### src/sv/slfh_pkg.sv
// ----------------------------------------------------------------------------
// slfh_pkg: shared types and constants for the frame hunter
// Word layouts of both channels, configuration set, phase and code enums.
// ----------------------------------------------------------------------------
package slfh_pkg;

  // frame delimiters and limits
  localparam logic [7:0]  START_BYTE     = 8'h02;
  localparam logic [23:0] IDLE_MAX       = 24'hFFFFFF;
  localparam logic [16:0] TRAILER_BYTES  = 17'd2;
  localparam logic [16:0] FRAME_OVERHEAD = 17'd5;

  // configuration reset values
  localparam logic [15:0] MAX_PAYLOAD_RST = 16'd507;
  localparam logic [23:0] TIMEOUT_RST     = 24'd0;

  // configuration port geometry
  localparam int unsigned CFG_IDX_W  = 1;
  localparam int unsigned CFG_DATA_W = 24;

  typedef enum logic [CFG_IDX_W-1:0] {
    CFG_MAX_PAYLOAD = 1'b0,
    CFG_TIMEOUT     = 1'b1
  } cfg_idx_e;

  typedef enum logic {
    OP_BYTE = 1'b0,
    OP_TICK = 1'b1
  } opcode_e;

  typedef enum logic [2:0] {
    ROLE_START   = 3'd0,
    ROLE_LEN_HI  = 3'd1,
    ROLE_LEN_LO  = 3'd2,
    ROLE_PAYLOAD = 3'd3,
    ROLE_END     = 3'd4,
    ROLE_CHECK   = 3'd5
  } role_e;

  typedef enum logic [1:0] {
    ST_OK       = 2'd0,
    ST_TIMEOUT  = 2'd1,
    ST_TOO_LONG = 2'd2
  } status_e;

  typedef enum logic [1:0] {
    PH_HUNT   = 2'd0,
    PH_LEN_HI = 2'd1,
    PH_LEN_LO = 2'd2,
    PH_BODY   = 2'd3
  } phase_e;

  typedef struct packed {
    logic       opcode;
    logic [7:0] rx_byte;
  } in_word_t;

  typedef struct packed {
    logic [7:0]  data;
    logic [2:0]  role;
    logic        last;
    logic [1:0]  status;
    logic [16:0] total_length;
  } out_word_t;

  typedef struct packed {
    logic [15:0] max_payload;
    logic [23:0] timeout_ticks;
  } cfg_t;

endpackage

### src/sv/slfh_in_stage.sv
// ----------------------------------------------------------------------------
// slfh_in_stage: input register
// Holds one incoming word; refills in the same cycle the parser takes it.
// ----------------------------------------------------------------------------
module slfh_in_stage import slfh_pkg::*; (
  input  logic     clk_i,
  input  logic     rst_ni,
  input  logic     in_valid_i,
  output logic     in_ready_o,
  input  in_word_t in_word_i,
  input  logic     pop_i,
  output logic     valid_o,
  output in_word_t word_o
);

  logic     valid_q, valid_d;
  in_word_t word_q;
  logic     load;

  // free when empty or being drained this cycle
  assign in_ready_o = !valid_q || pop_i;
  assign load       = in_valid_i && in_ready_o;

  always_comb begin
    valid_d = valid_q;
    if (load) begin
      valid_d = 1'b1;
    end else if (pop_i) begin
      valid_d = 1'b0;
    end
  end

  always_ff @(posedge clk_i or negedge rst_ni) begin
    if (!rst_ni) begin
      valid_q <= 1'b0;
    end else begin
      valid_q <= valid_d;
    end
  end

  // payload register
  always_ff @(posedge clk_i) begin
    if (load) begin
      word_q <= in_word_i;
    end
  end

  assign valid_o = valid_q;
  assign word_o  = word_q;

endmodule

### src/sv/slfh_parser.sv
// ----------------------------------------------------------------------------
// slfh_parser: frame phase tracker
// Walks start, length, body and trailer bytes, counts idle ticks and builds
// the result word for each consumed input word.
// ----------------------------------------------------------------------------
module slfh_parser import slfh_pkg::*; (
  input  logic      clk_i,
  input  logic      rst_ni,
  input  logic      fire_i,
  input  in_word_t  word_i,
  input  cfg_t      cfg_i,
  output logic      res_valid_o,
  output out_word_t res_word_o
);

  phase_e      phase_q, phase_d;
  logic [15:0] flen_q, flen_d;
  logic [16:0] left_q, left_d;
  logic [23:0] idle_q, idle_d;

  logic [15:0] len_full;
  logic        too_long;
  logic        timeout_hit;
  logic        is_tick;

  // shared decode
  assign is_tick     = (word_i.opcode == OP_TICK);
  assign len_full    = {flen_q[15:8], word_i.rx_byte};
  assign too_long    = (len_full > cfg_i.max_payload);
  assign timeout_hit = (cfg_i.timeout_ticks != 24'd0) && (idle_q >= cfg_i.timeout_ticks);

  // next state
  always_comb begin
    phase_d = phase_q;
    flen_d  = flen_q;
    left_d  = left_q;
    idle_d  = idle_q;
    if (fire_i) begin
      if (is_tick) begin
        if (phase_q != PH_HUNT) begin
          if (timeout_hit) begin
            phase_d = PH_HUNT;
            flen_d  = 16'd0;
            left_d  = 17'd0;
            idle_d  = 24'd0;
          end else if (idle_q != IDLE_MAX) begin
            idle_d = idle_q + 24'd1;
          end
        end
      end else begin
        case (phase_q)
          PH_HUNT: begin
            if (word_i.rx_byte == START_BYTE) begin
              phase_d = PH_LEN_HI;
              idle_d  = 24'd0;
            end
          end
          PH_LEN_HI: begin
            flen_d  = {word_i.rx_byte, 8'h00};
            phase_d = PH_LEN_LO;
            idle_d  = 24'd0;
          end
          PH_LEN_LO: begin
            flen_d = len_full;
            idle_d = 24'd0;
            if (too_long) begin
              phase_d = PH_HUNT;
              left_d  = 17'd0;
            end else begin
              phase_d = PH_BODY;
              left_d  = {1'b0, len_full} + TRAILER_BYTES;
            end
          end
          PH_BODY: begin
            idle_d = 24'd0;
            if (left_q > TRAILER_BYTES) begin
              left_d = left_q - 17'd1;
            end else if (left_q == TRAILER_BYTES) begin
              left_d = 17'd1;
            end else begin
              left_d  = 17'd0;
              phase_d = PH_HUNT;
            end
          end
          default: begin
            phase_d = PH_HUNT;
          end
        endcase
      end
    end
  end

  // result word
  always_comb begin
    res_valid_o             = 1'b0;
    res_word_o.data         = word_i.rx_byte;
    res_word_o.role         = ROLE_START;
    res_word_o.last         = 1'b0;
    res_word_o.status       = ST_OK;
    res_word_o.total_length = 17'd0;
    if (is_tick) begin
      res_word_o.data = 8'h00;
      if ((phase_q != PH_HUNT) && timeout_hit) begin
        res_valid_o       = 1'b1;
        res_word_o.last   = 1'b1;
        res_word_o.status = ST_TIMEOUT;
      end
    end else begin
      case (phase_q)
        PH_HUNT: begin
          res_valid_o = (word_i.rx_byte == START_BYTE);
        end
        PH_LEN_HI: begin
          res_valid_o     = 1'b1;
          res_word_o.role = ROLE_LEN_HI;
        end
        PH_LEN_LO: begin
          res_valid_o     = 1'b1;
          res_word_o.role = ROLE_LEN_LO;
          if (too_long) begin
            res_word_o.last   = 1'b1;
            res_word_o.status = ST_TOO_LONG;
          end
        end
        PH_BODY: begin
          res_valid_o = 1'b1;
          if (left_q > TRAILER_BYTES) begin
            res_word_o.role = ROLE_PAYLOAD;
          end else if (left_q == TRAILER_BYTES) begin
            res_word_o.role = ROLE_END;
          end else begin
            res_word_o.role         = ROLE_CHECK;
            res_word_o.last         = 1'b1;
            res_word_o.total_length = {1'b0, flen_q} + FRAME_OVERHEAD;
          end
        end
        default: begin
          res_valid_o = 1'b0;
        end
      endcase
    end
  end

  always_ff @(posedge clk_i or negedge rst_ni) begin
    if (!rst_ni) begin
      phase_q <= PH_HUNT;
      flen_q  <= 16'd0;
      left_q  <= 17'd0;
      idle_q  <= 24'd0;
    end else begin
      phase_q <= phase_d;
      flen_q  <= flen_d;
      left_q  <= left_d;
      idle_q  <= idle_d;
    end
  end

endmodule

### src/sv/slfh_out_stage.sv
// ----------------------------------------------------------------------------
// slfh_out_stage: result register
// Holds one result word until taken; reports room for the next one.
// ----------------------------------------------------------------------------
module slfh_out_stage import slfh_pkg::*; (
  input  logic      clk_i,
  input  logic      rst_ni,
  input  logic      load_i,
  input  out_word_t word_i,
  output logic      space_o,
  output logic      out_valid_o,
  input  logic      out_ready_i,
  output out_word_t out_word_o
);

  logic      valid_q, valid_d;
  out_word_t word_q;

  // room when empty or the held word leaves this cycle
  assign space_o = !valid_q || out_ready_i;

  always_comb begin
    valid_d = valid_q;
    if (load_i) begin
      valid_d = 1'b1;
    end else if (out_ready_i) begin
      valid_d = 1'b0;
    end
  end

  always_ff @(posedge clk_i or negedge rst_ni) begin
    if (!rst_ni) begin
      valid_q <= 1'b0;
    end else begin
      valid_q <= valid_d;
    end
  end

  always_ff @(posedge clk_i) begin
    if (load_i) begin
      word_q <= word_i;
    end
  end

  assign out_valid_o = valid_q;
  assign out_word_o  = word_q;

endmodule

### src/sv/stx_length_frame_hunter_core.sv
// ----------------------------------------------------------------------------
// stx_length_frame_hunter_core: STX / length / end mark / check byte deframer
// Hunts for the start byte, tags every frame byte with its role, closes the
// frame with its total length and aborts on idle timeout or oversize length.
//
//   port group   direction  handshake              payload
//   in           in         in_valid_i/in_ready_o  in_word_i  (opcode, rx_byte)
//   out          out        out_valid_o/out_ready_i out_word_o (data .. total_length)
//   cfg          in         cfg_we_i               cfg_index_i, cfg_value_i
//
// One word per cycle while the result register has room; an accepted word that
// yields a result passes from the input register through the parser into the result register.
// Reset returns the parser to hunting and restores both configuration values.
// A stalled result register holds the parser and then the input register; the
// input side takes a word whenever the input register drains in that cycle.
// ----------------------------------------------------------------------------
module stx_length_frame_hunter_core import slfh_pkg::*; (
  input  logic                  clk_i,
  input  logic                  rst_ni,
  input  logic                  in_valid_i,
  output logic                  in_ready_o,
  input  in_word_t              in_word_i,
  output logic                  out_valid_o,
  input  logic                  out_ready_i,
  output out_word_t             out_word_o,
  input  logic                  cfg_we_i,
  input  logic [CFG_IDX_W-1:0]  cfg_index_i,
  input  logic [CFG_DATA_W-1:0] cfg_value_i
);

  cfg_t      cfg_q, cfg_d;
  logic      stage_valid;
  in_word_t  stage_word;
  logic      out_space;
  logic      fire;
  logic      res_valid;
  out_word_t res_word;

  // configuration registers
  always_comb begin
    cfg_d = cfg_q;
    if (cfg_we_i) begin
      case (cfg_idx_e'(cfg_index_i))
        CFG_MAX_PAYLOAD: cfg_d.max_payload   = cfg_value_i[15:0];
        CFG_TIMEOUT:     cfg_d.timeout_ticks = cfg_value_i[23:0];
        default:         cfg_d = cfg_q;
      endcase
    end
  end

  always_ff @(posedge clk_i or negedge rst_ni) begin
    if (!rst_ni) begin
      cfg_q.max_payload   <= MAX_PAYLOAD_RST;
      cfg_q.timeout_ticks <= TIMEOUT_RST;
    end else begin
      cfg_q <= cfg_d;
    end
  end

  // parser consumes a held word whenever the result register has room
  assign fire = stage_valid && out_space;

  slfh_in_stage u_in_stage (
    .clk_i      (clk_i),
    .rst_ni     (rst_ni),
    .in_valid_i (in_valid_i),
    .in_ready_o (in_ready_o),
    .in_word_i  (in_word_i),
    .pop_i      (fire),
    .valid_o    (stage_valid),
    .word_o     (stage_word)
  );

  slfh_parser u_parser (
    .clk_i       (clk_i),
    .rst_ni      (rst_ni),
    .fire_i      (fire),
    .word_i      (stage_word),
    .cfg_i       (cfg_q),
    .res_valid_o (res_valid),
    .res_word_o  (res_word)
  );

  slfh_out_stage u_out_stage (
    .clk_i       (clk_i),
    .rst_ni      (rst_ni),
    .load_i      (fire && res_valid),
    .word_i      (res_word),
    .space_o     (out_space),
    .out_valid_o (out_valid_o),
    .out_ready_i (out_ready_i),
    .out_word_o  (out_word_o)
  );

`ifndef NO_ASSERTIONS
  // a full input register facing a stalled result register takes nothing
  a_backpressure: assert property (@(posedge clk_i) disable iff (!rst_ni)
    (stage_valid && out_valid_o && !out_ready_i) |-> !in_ready_o)
    else $error("input taken while pipeline stalled");

  // any abort status closes the frame
  a_abort_last: assert property (@(posedge clk_i) disable iff (!rst_ni)
    (out_valid_o && (out_word_o.status != ST_OK)) |-> out_word_o.last)
    else $error("abort word without last");

  // a clean frame ends only on its check byte
  a_ok_last_check: assert property (@(posedge clk_i) disable iff (!rst_ni)
    (out_valid_o && out_word_o.last && (out_word_o.status == ST_OK))
      |-> (out_word_o.role == ROLE_CHECK))
    else $error("clean frame closed on wrong role");

  // total length only carried by the check byte
  a_total_on_check: assert property (@(posedge clk_i) disable iff (!rst_ni)
    (out_valid_o && (out_word_o.role != ROLE_CHECK)) |-> (out_word_o.total_length == 17'd0))
    else $error("total length on non-check word");
`endif

endmodule

### config.mk
export PLATFORM = sky130hd
export DESIGN_NAME = stx_length_frame_hunter_core
export DESIGN_NICKNAME = d
export VERILOG_FILES = /design/src/sv/slfh_pkg.sv /design/src/sv/slfh_in_stage.sv /design/src/sv/slfh_parser.sv /design/src/sv/slfh_out_stage.sv /design/src/sv/stx_length_frame_hunter_core.sv
export SDC_FILE = /design/constraint.sdc
export NUM_CORES = 1
export LEC_CHECK = 0
export BUFFER_PORTS_ARGS = -buffer_cell sky130_fd_sc_hd__buf_2
export CAP_MARGIN = 10
export CORE_MARGIN = 2
export CORE_UTILIZATION = 55
export DETAILED_ROUTE_END_ITERATION = 12
export PLACE_DENSITY = 0.74
export SLEW_MARGIN = 40
export SYNTH_ARGS = -nofsm -noshare
export SYNTH_HDL_FRONTEND = slang
export SYNTH_HIERARCHICAL = 1
export SYNTH_SLANG_ARGS = --single-unit
### constraint.sdc
create_clock -name clk_i -period 4.2 [get_ports clk_i]
set_input_delay 0.84 -clock clk_i [delete_from_list [all_inputs] [get_ports clk_i]]
set_output_delay 0.84 -clock clk_i [all_outputs]
set_load 0.1 [all_outputs]
-- Yosys cells after proc, flatten, opt, wreduce, memory -nomap -nowiden
Cells that the tools add are included.
- flip-flop bits (word level): 141
- logic and storage cells: 106
- output and inout bits: 33
- input port bits: 39
- add/subtract/negate cells: 4
- order comparisons: 3
- equality and inequality tests: 13
- mux-type cells: 42
- reductions and logical operators: 26
- bitwise logic cells: 2
- operators with widths (cell ; number):
    2-to-1 mux 24 bit ; 5
    2-to-1 mux 17 bit ; 5
    2-to-1 mux 16 bit ; 3
    one-hot mux 24 bit (2 select lines) ; 1
    one-hot mux 17 bit (2 select lines) ; 1
    one-hot mux 16 bit (2 select lines) ; 1
    adder 24 x 1 -> 24 bit, second input constant ; 1
    >= comparator 24 bit ; 1
    inequality test 24 bit, second input constant ; 1
    nonzero test 24 bit ; 1
    adder 16 x 2 -> 17 bit, second input constant ; 1
    adder 16 x 3 -> 17 bit, second input constant ; 1
    equality test 17 x 2 -> 1 bit, second input constant ; 1
    > comparator 17 x 2 -> 1 bit, second input constant ; 1
    subtractor 17 x 1 -> 17 bit, second input constant ; 1
    > comparator 16 bit ; 1
    2-to-1 mux 2 bit ; 8
    2-to-1 mux 3 bit ; 4
    AND reduction 4 bit ; 3
    2-to-1 mux 1 bit ; 10
    one-hot mux 3 bit (3 select lines) ; 1
    equality test 8 x 2 -> 1 bit, second input constant ; 1
    one-hot mux 2 bit (4 select lines) ; 1
    nonzero test 2 bit ; 4
    19 further kinds ; 32

-- Logic depth before layout (Yosys ltp)
Gate-level depths: netlist (run 1).
- depth after elaboration: 7
- gate-level depth with buffers: 11

-- Modules after synthesis
The synthesis (run 1) kept the hierarchy.
- by module, submodules not included (module ; sequential area each (um^2) ; cells each ; instances ; area an instance (um^2)):
    slfh_parser ; 1476.4 ; 650 ; 1 ; 5311.3
    stx_length_frame_hunter_core ; 1011.0 ; 88 ; 1 ; 1660.3
    slfh_out_stage ; 955.9 ; 34 ; 1 ; 978.4
    slfh_in_stage ; 295.3 ; 13 ; 1 ; 324.1

-- Worst setup path after synthesis (run 1)
Ideal clock, no wire load.
- kind: reg2reg
- start point: register u_parser.idle_q[22]
- end point: register u_out_stage.word_q (netlist bit u_out_stage/out_word_o[0]), enable pin
- stages on the path, launching flop included: 9
- setup slack: 1.109 ns
- data arrival time: 2.700 ns
- buffers on the path: 0
- data required time: 3.808 ns
- path through: dfrtp_1 -> ha_1 -> nand4_2 -> nor4_4 -> nand4_2 -> o2111ai_4 -> nand2_4 -> nor2_1 -> and3_1
- word-level cells in the longest chain between the ends: 6
- RTL lines (item ; line ; text):
    start: declaration ; slfh_parser.sv:19 ; logic [23:0] idle_q, idle_d;
    start signal: assignment ; slfh_parser.sv:154 ; idle_q <= idle_d;
    >= comparator 24 bit ; slfh_parser.sv:30 ; assign timeout_hit = (cfg_i.timeout_ticks != 24'd0) && (idle_q >= cfg_i.timeout_ticks);
    logical AND 1 bit ; slfh_parser.sv:30 ;
    logical AND 1 bit ; slfh_parser.sv:103 ; if ((phase_q != PH_HUNT) && timeout_hit) begin
    2-to-1 mux 1 bit ; slfh_parser.sv:103 ;
    2-to-1 mux 1 bit ; slfh_parser.sv:101 ; if (is_tick) begin
    via res_valid ; stx_length_frame_hunter_core.sv:36 ; logic res_valid;
    logical AND 1 bit ; stx_length_frame_hunter_core.sv:87 ; .load_i (fire && res_valid),
    end signal: assignment ; slfh_out_stage.sv:41 ; word_q <= word_i;
    end: declaration ; slfh_out_stage.sv:17 ; out_word_t word_q;
The timed path passes the listed nets, and every way through them passes these cells.
A chain may end at the register's enable or synchronous reset.

-- Final worst setup path (run 1)
- start point: register u_parser.idle_q[22]
- end point: register u_parser.flen_q[1]
- word-level cells in the longest chain between the ends: 4
- RTL lines (item ; line ; text):
    >= comparator 24 bit ; slfh_parser.sv:30 ;
    logical AND 1 bit ; slfh_parser.sv:30 ;
    inequality test 2 x 1 -> 1 bit (no line) ; n/a ;
    AND reduction 4 bit (no line) ; n/a ;
    end signal: assignment ; slfh_parser.sv:152 ; flen_q <= flen_d;
    end: declaration ; slfh_parser.sv:17 ; logic [15:0] flen_q, flen_d;
No other way between the ends.

==> results of run 1 <==
[sequential cells by signal, summed over array words and instances (netlist names)]
| name | cells |
|---|---|
| cfg_q | 40 |
| u_in_stage/valid_o | 1 |
| u_in_stage/word_o | 9 |
| u_out_stage/out_valid_o | 1 |
| u_out_stage/out_word_o | 31 |
| u_parser/flen_q | 16 |
| u_parser/idle_q | 24 |
| u_parser/left_q | 17 |
| u_parser/phase_q | 2 |
[cell usage in the layout, fill, tap and decap left out, types with 19 or more instances in the layout]
cell type,netlist,final
sky130_fd_sc_hd__a22o_1,19,19
sky130_fd_sc_hd__nor2_1,64,63
sky130_fd_sc_hd__nor3_1,21,21
sky130_fd_sc_hd__nand3_1,21,21
sky130_fd_sc_hd__ha_1,45,45
sky130_fd_sc_hd__inv_1,57,57
sky130_fd_sc_hd__a21oi_1,47,47
sky130_fd_sc_hd__mux2_4,30,30
sky130_fd_sc_hd__nand2_1,54,54
sky130_fd_sc_hd__dfrtp_1,93,93
sky130_fd_sc_hd__edfxtp_1,40,40
sky130_fd_sc_hd__o21ai_0,21,21
sky130_fd_sc_hd__buf_2,5,70
[area by class of cell]
| type | count | area, um2 |
|---|---|---|
| clock buffers | 21 | 440 |
| clock inverters | 11 | 119 |
| fillers | 1086 | 5300 |
| inverters | 57 | 214 |
| multi-input cells | 559 | 4150 |
| flip-flops and latches | 141 | 3740 |
| well taps | 184 | 230 |
| repair buffers | 77 | 407 |
[synth_stat cells, drive strengths merged, types with 8 or more instances]
master  number  share of area
nand2b       8         0.0082
mux2        43          0.072
nor2b       15          0.012
buf         13          0.015
edfxtp      40           0.15
inv         57          0.026
nand4       17          0.016
and2         9         0.0074
and3        17          0.013
a22o        19          0.020
clkbuf      15         0.0068
ha          45          0.068
o21ai       38          0.025
xor2        12          0.013
nor3        23          0.015
nand2       56          0.027
o31ai       13          0.014
nand3       22          0.014
xnor2       18          0.019
nor2        66          0.031
dfrtp       93           0.28
dfstp        8          0.025
a21oi       47          0.028
nor4        15          0.015
[logic make-up after synthesis]
logic type,count (synthesis)
multiplexers,49
AND/OR/NAND/NOR,273
flip-flops,141
adder cells (fa/ha/maj),45
AO/OA/AOI/OAI,162
buffers and inverters,85
XOR/XNOR,30
[metal layers]
metal	GRT usage	up-vias
met4	0.118	0
met5	0	-
met3	0.0553	71
met1	0.327	3161
met2	0.427	259
li1	-	3008
[worst max-delay path, delay by kind of cell (launching register included)]
family	cells	cell delay, ns
mux	1	0.39
flops	1	0.44
compound gates	1	0.32
fa+ha+maj	1	0.36
simple gates	5	1.51
[worst min path at each step]
stage                               startpoint                               to  slack (ns)  cells after the start
5_1_grt                                 rst_ni             cfg_q[4]$_DFFE_PN0P_        0.51                      1
2_1_floorplan  u_parser/left_q[10]$_DFFE_PN0P_  u_parser/left_q[10]$_DFFE_PN0P_        0.47                      2
3_5_place_dp             cfg_q[39]$_DFFE_PN0P_            cfg_q[39]$_DFFE_PN0P_        0.50                      1
3_3_place_gp             cfg_q[35]$_DFFE_PN0P_            cfg_q[35]$_DFFE_PN0P_        0.50                      1
4_1_cts                                 rst_ni            cfg_q[33]$_DFFE_PN0P_        0.49                      1
6_report                                rst_ni             cfg_q[5]$_DFFE_PN0P_        0.47                      1
[stage by stage]
step	hold slack (ns)	utilization	setup WS (ns)	area, um2	power (W)
after detailed placement	0.500	0.598	1.08	8720	0.00417
after global placement	0.495	0.597	1.21	8720	0.00409
after floorplan	0.471	-	1.11	8270	0.00370
after CTS	0.488	0.636	1.07	9280	0.00562
after global routing	0.514	0.637	0.862	9290	0.00591
final	0.470	0.637	1.07	9290	0.00563
[report_power, final]
| group | switching, W | internal, W | leakage (nW) |
|---|---|---|---|
| Clock | 0.000570 | 0.000871 | 0.263 |
| Combinational | 0.00136 | 0.000698 | 2.22 |
| Sequential | 0.000388 | 0.00174 | 1.66 |
| Total | 0.00232 | 0.00331 | 4.14 |
==> results.md, run 1 <==
- The flow ran to the end, and the final reports show no timing, DRC or antenna violations.
- The uppermost signal routing layer after detailed routing is met4.
- The number of synthesized flops with an enable pin is 40.
- The estimated wirelength of the detail-placed design is 14700 um.
- The maximum clock insertion buffer count is 2.
- The cell sitting at the root of the clock tree is a sky130_fd_sc_hd__clkbuf_16.
- The total negative slack is 0 ns.
- Of the synthesized area, sequential elements account for 0.452.
- Buffers inserted to repair hold after CTS numbered 0.
- The first detailed-routing pass ran for 6 iterations.
- For this configuration, the core starts out at a cell density of 0.567.
- The upper clock frequency limit is roughly 320 MHz.
- The total nets after synthesis is slightly below 900.
- For this run, the total global-route usage over all layers was measured as 0.259.
- The required time at the endpoint of the critical path is 4.50 ns.
- The largest fanout of any net on the critical path is 9.
- For the worst setup path, the data arrival time is approximately 3.4 ns.
- The number of hold violations in the final report was 0.
- Counting tap cells, the placed design contains a total of roughly 1000 instances.
- In this run the mean area of a mapped cell was 10.5 um2.
- The count of input and output buffers is 71.
- The clock input transition at the sequential cells of the worst setup and hold paths is 0.06 ns.
- The critical path is of the reg -> reg type.
- The largest incremental delay on the critical path is between 0.6 and 0.7 ns.
- By area, the combinational part of the netlist is dominated by simple AND/OR/NAND/NOR gates.
- The share of synthesized flip-flops with an asynchronous set or reset is 0.716.
- The clock latency of the later-clocked register in the worst-skew pair is roughly 0.42 ns.
- The final critical-path share of the clock period is 0.745.
- Relative to the synthesized area, the layout overhead comes to 12.3%.
- The total routed wirelength is just over 20000 um.
- The final number of max-transition violations is 0.
- The count of cells in the finished layout, fillers not included, comes to around 1100.
- The remaining number of nets flagged by the antenna check after routing is 0.
- The type of the tightest min-delay check is in -> async.
- The maximum clock skew at final layout is around 0.011 ns.
- The highest ir drop seen on vdd is 295 uV.
- Setup repair after global routing left no endpoint under its margin.
- The time the final worst path needs with I/O delays and setup is 3.13 ns.
- Routability-driven placement finished with a final weighted congestion of about 0.9.
- Setup violations remaining at the end of the flow were counted as 0.
- The multiplexer share of the synthesized area is 0.0794.
- The die span in y is approximately 130 um.
- Walking the worst path, the cells encountered are ha_1 > nand4_2 > nor4_4 > nand4_2 > o2111ai_4 > nand2_4 > nor4b_4 > mux2_1.
- Of the total synthesized cell area, the portion taken by XOR and XNOR cells is 0.0318.
- Of the total synthesized cell area, the portion taken by full adders, half adders and majority gates is 0.0680.
- The number of I/O pins is approximately 70.
- The post-CTS repair timing setup buffer count is 0.
- The number of clock buffers inserted by TritonCTS is 17.
- The cell area that synthesis handed to floorplanning was around 0.0083 mm2.
- The via count of the first global-routing pass is roughly 6500.
- The area fraction in compound gates after synthesis is 0.137.
- The average vias per placed instance is 6.19.
- The power per cell area is between 600 and 700 mW/mm2.
- TritonCTS built the clock tree.
- In the synthesized netlist, the number of instances is a little under 800.
- STA classifies the critical path startpoint as a flip-flop.
- The worst register-to-register path has a depth of 8.
- The synthesis warning total is 6.
- The detailed router put a total of between 8000 and 9000 um of wire on met1.
- The number of different library cells in the post-synthesis netlist is 81.
- The leakage power is ~4.1 nW.
- Across the run, the number of max-cap violations was 0.
- The most numerous cell type found on the critical path is sky130_fd_sc_hd__nand4_2.
- The count of cells resized by post-cts repair is 0.
- The total length of routed met2 wires is around 9800 um.
- The worst reg-to-reg setup slack is about 1.1 ns.
- The H-tree depth reported by CTS is 4.
- The overall via count from detail_route is 6499.
- The first global-routing pass estimated about 33000 um of wire.
- The die covers 0.0160 mm2.
- The fraction of final layout cells with drive strength greater than 1 is 0.222.
- The placeable core region is between 0.01 and 0.015 mm2.
- The die is approximately 130 um wide.
- The remaining max-slew budget at the tightest pin is 0.488.
- The total inserted antenna cells is 0.
- The slew at the pin closest to its max-slew limit is 0.765 ns.
- The largest net degree at the start of global routing is 52.
- The highest-delay cell along the critical path is sky130_fd_sc_hd__nor4b_4.
- The cell row count is 44.
- The capture instance of the worst register-to-register path is u_parser/flen_q[1]$_DFFE_PN0P_.
- Dividing the detail-routed wire length by the instance count gives about 19 um.
- The leading register cell type out of synthesis is sky130_fd_sc_hd__dfrtp_1.
- The initial antenna violation count is 0.
- In this run, the number of DRC markers left after iteration 0 of detailed routing was around 710.
- In this run the worst setup path begins at u_parser/idle_q[22]$_DFFE_PN0P_.
- The number of nets in the layout is around 940.
- Of the total synthesized cell area, the portion taken by AND, OR, NAND and NOR gates is 0.184.
- The reg-to-reg startpoint is u_parser/idle_q[22]$_DFFE_PN0P_.
- Counting flops and latches in the post-synthesis netlist gives between 100 and 150.
- The kind of capture point of the worst setup path is a flip-flop.
- Wire segments on met3 add up to around 1000 um in the final route.
- The number of sinks handled by clock tree synthesis is between 100 and 150.
- The total overflow left after global routing is 0.
- After detailed routing, the number of remaining DRC violations is 0.
- The critical path ends at u_parser/flen_q[1]$_DFFE_PN0P_.
No activity file was read; power rests on OpenSTA's default activity.
==> inputs of run 2 (changes only) <==
==> constraint.sdc (replaced) <==
create_clock -name clk_i -period 3.2 [get_ports clk_i]
set_input_delay 0.64 -clock clk_i [delete_from_list [all_inputs] [get_ports clk_i]]
set_output_delay 0.64 -clock clk_i [all_outputs]
set_load 0.1 [all_outputs]
==> run 2 against run 1 <==
Routed wire length rose by 2.2%. Die area did not move. Non-clock buffer count rose by 20. Worst hold slack got worse by 0.26 ns. Sequential power rose by 26%.
==> results.md, run 2 (synthesis results as in run 1) <==
- The number of non-filler instances in the completed layout is 1070 (was 1050).
- The placeable core region was 0.0146 mm2 (unchanged).
- The overall global routing resource usage is 0.265 (was 0.259).
- The first-pass detailed-route iteration total came to 5 (was 6).
- The reg-to-reg startpoint is u_parser/idle_q[18]$_DFFE_PN0P_ (was u_parser/idle_q[22]$_DFFE_PN0P_).
- The total chip power is 0.00772 W (was 0.00563 W).
- The largest incremental delay on the critical path came to 0.45 ns (was 0.61 ns).
- The weighted congestion at the end of routability-driven global placement is 0.952 (was 0.914).
- The root buffer selected by CTS is sky130_fd_sc_hd__clkbuf_16 (unchanged).
- The post-placement cell count came to 1038 (was 1017).
- The number of cells on the worst reg-to-reg path was 9 (was 8).
- The number of hold violations in the final report is 0 (unchanged).
- The total negative slack is 0 ns (unchanged).
- The largest fanout of any net on the critical path is 9 (unchanged).
- The via count of the first global-routing pass was 6450 (was 6484).
- The number of sinks handled by clock tree synthesis is 141 (unchanged).
- The worst reg-to-reg setup slack came to 0.30 ns (was 1.07 ns).
- The required time at the endpoint of the critical path was 3.54 ns (was 4.50 ns).
- The fraction of final layout cells with drive strength greater than 1 came to 0.245 (was 0.222).
- The total inserted antenna cells is 0 (unchanged).
- The remaining number of nets flagged by the antenna check after routing is 0 (unchanged).
- CP cell instances: ha_1 > nand4_1 > nor4_4 > nand4_2 > o2111ai_4 > nand2_4 > nor4b_4 > buf_4 > mux2i_1 (was ha_1 > nand4_2 > nor4_4 > nand4_2 > o2111ai_4 > nand2_4 > nor4b_4 > mux2_1).
- The number of flip-flops under the largest register name came to 40 (unchanged).
- The maximum clock skew at final layout is 0.0120 ns (was 0.0111 ns).
- Result of the run: finished clean (unchanged).
- The capture instance of the worst register-to-register path is u_parser/flen_q[5]$_DFFE_PN0P_ (was u_parser/flen_q[1]$_DFFE_PN0P_).
- The CTS tree was built (unchanged).
- The clock input transition at the sequential cells of the worst setup and hold paths is 0.06 ns (about the same).
- The upper clock frequency limit is 345 MHz (was 320 MHz).
- The placement-stage worst setup slack is 0.340 ns (was 1.08 ns).
- The register with the highest flop count was cfg_q (unchanged).
- The cts-stage hold buffer count came to 0 (unchanged).
- The kind of capture point of the worst setup path is a flip-flop (unchanged).
- The estimated wirelength of the detail-placed design came to 15300 um (was 14700 um).
- The H-tree depth reported by CTS is 4 (unchanged).
- The maximum clock insertion buffer count is 2 (unchanged).
- The largest net degree at the start of global routing is 57 (was 52).
- The critical path data arrival time came to 3.24 ns (was 3.43 ns).
- The overall via count from detail_route came to 6529 (was 6499).
- The number of setup violations in the final report is 0 (unchanged).
- The total routed wirelength is 20700 um (was 20300 um).
- The power per cell area was 808 mW/mm2 (was 605 mW/mm2).
- The number of I/O pins is 72 (unchanged).
- The time the final worst path needs with I/O delays and setup is 2.90 ns (was 3.13 ns).
- The remaining max-slew budget at the tightest pin was 0.480 (was 0.488).
- The initial core utilization came to 0.567 (unchanged).
- The DRC violation total after the first TritonRoute iteration is 526 (was 714).
- RSZ-0062 raised after global routing: false (unchanged).
- The total DRC errors in the routed layout is 0 (unchanged).
- The leakage power is 4.30 nW (was 4.14 nW).
- The wire length of the first global-routing pass came to 33100 um (was 32900 um).
- The number of maximum-capacitance constraint violations is 0 (unchanged).
- The type of the tightest min-delay check is in -> async (unchanged).
- The overflow left after global routing is 0 (unchanged).
- The count of input and output buffers is 71 (unchanged).
- Most used cells in the layout excluding fill and tap cells: sky130_fd_sc_hd__dfrtp_1, sky130_fd_sc_hd__buf_2, sky130_fd_sc_hd__nor2_1 (unchanged).
- The number of clock buffers inserted by TritonCTS came to 17 (unchanged).
- The die area is 0.0160 mm2 (unchanged).
- The slew at the pin closest to its max-slew limit is 0.777 ns (was 0.765 ns).
- The post-CTS repair timing setup buffer count came to 0 (unchanged).
- The type of the worst setup path is reg -> reg (unchanged).
- The commonest non-fill, non-tap cell in the layout is sky130_fd_sc_hd__dfrtp_1 (unchanged).
- The clock latency of the later-clocked register in the worst-skew pair is 0.43 ns (was 0.42 ns).
- The average vias per placed instance came to 6.10 (was 6.19).
- The final number of max-transition violations is 0 (unchanged).
- The count of cells resized by post-cts repair is 0 (unchanged).
- The relative area change from synthesis to final layout was 15.4% (was 12.3%).
- The cell row count is 44 (unchanged).
- The startpoint class of the critical path is a flip-flop (unchanged).
- The die span in y is 127 um (unchanged).
- The highest ir drop seen on vdd is 451 uV (was 295 uV).
- The horizontal die dimension was 127 um (unchanged).
- The number of nets in the layout is 957 (was 937).
- The highest-delay cell along the critical path is sky130_fd_sc_hd__dfrtp_1 (was sky130_fd_sc_hd__nor4b_4).
- The initial antenna violation count is 0 (unchanged).
- The worst-case setup margin in the final layout is 0.302 ns (was 1.07 ns).
- The mean routed wirelength per cell is 19.4 um (was 19.3 um).
- The final critical-path share of the clock period is 0.906 (was 0.745).
- The start point of the critical path is u_parser/idle_q[18]$_DFFE_PN0P_ (was u_parser/idle_q[22]$_DFFE_PN0P_).
-- run 2: changes by cell type in the layout (fill, tap and decap cells not counted), sizes merged --
cell and change:
inv +2, clkinvlp -3, clkbuf +1, buf +20
-- run 2: area by class of cell --
| type | instances | area (um2) |
|---|---|---|
| clock inverters | 10 | 120 |
| flip-flops and latches | 141 | 3740 |
| inverters | 57 | 214 |
| fillers | 1107 | 5040 |
| well taps | 184 | 230 |
| multi-input cells | 559 | 4150 |
| clock buffers | 22 | 517 |
| repair buffers | 97 | 578 |
-- run 2: worst max-delay path, delay by kind of cell, from the launching register on --
family | cells | cell delay [ns]
compound gates | 1 | 0.32
fa+ha+maj | 1 | 0.33
buf+inv | 1 | 0.24
flops | 1 | 0.45
mux | 1 | 0.22
simple gates | 5 | 1.25
-- run 2: how the worst max path moves through the flow --
stage	endpoint	cells after the start	slack [ns]
finish	u_parser/flen_q[5]$_DFFE_PN0P_	9	0.30
CTS	u_parser/flen_q[5]$_DFFE_PN0P_	9	0.33
global placement	u_out_stage/out_word_o[6]$_DFFE_PP_	9	0.42
detailed placement	u_parser/flen_q[5]$_DFFE_PN0P_	9	0.34
floorplan	u_out_stage/out_word_o[0]$_DFFE_PP_	8	0.11
global route	u_out_stage/out_word_o[14]$_DFFE_PP_	9	0.19
-- run 2: where the power goes --
group          internal [W]  switching (W)
registers           0.00228       0.000405
logic               0.00101        0.00192
clock network       0.00131       0.000785
total               0.00461        0.00311
-- run 2: metrics by stage --
stage	cell area, um2	hold slack [ns]	util
floorplan	8270	0.344	-
CTS	9540	0.231	0.654
global placement	8900	0.496	0.610
finish	9550	0.212	0.654
global route	9550	0.259	0.654
detailed placement	8910	0.498	0.611
-- run 2: per-layer routing --
| layer | vias to the layer above | GRT usage | routed length, um |
|---|---|---|---|
| li1 | 3042 | - | - |
| met1 | 3229 | 0.323 | 8660 |
| met2 | 204 | 0.461 | 10500 |
| met3 | 54 | 0.0527 | 939 |
| met4 | 0 | 0.111 | 617 |
| met5 | - | 0 | 0 |
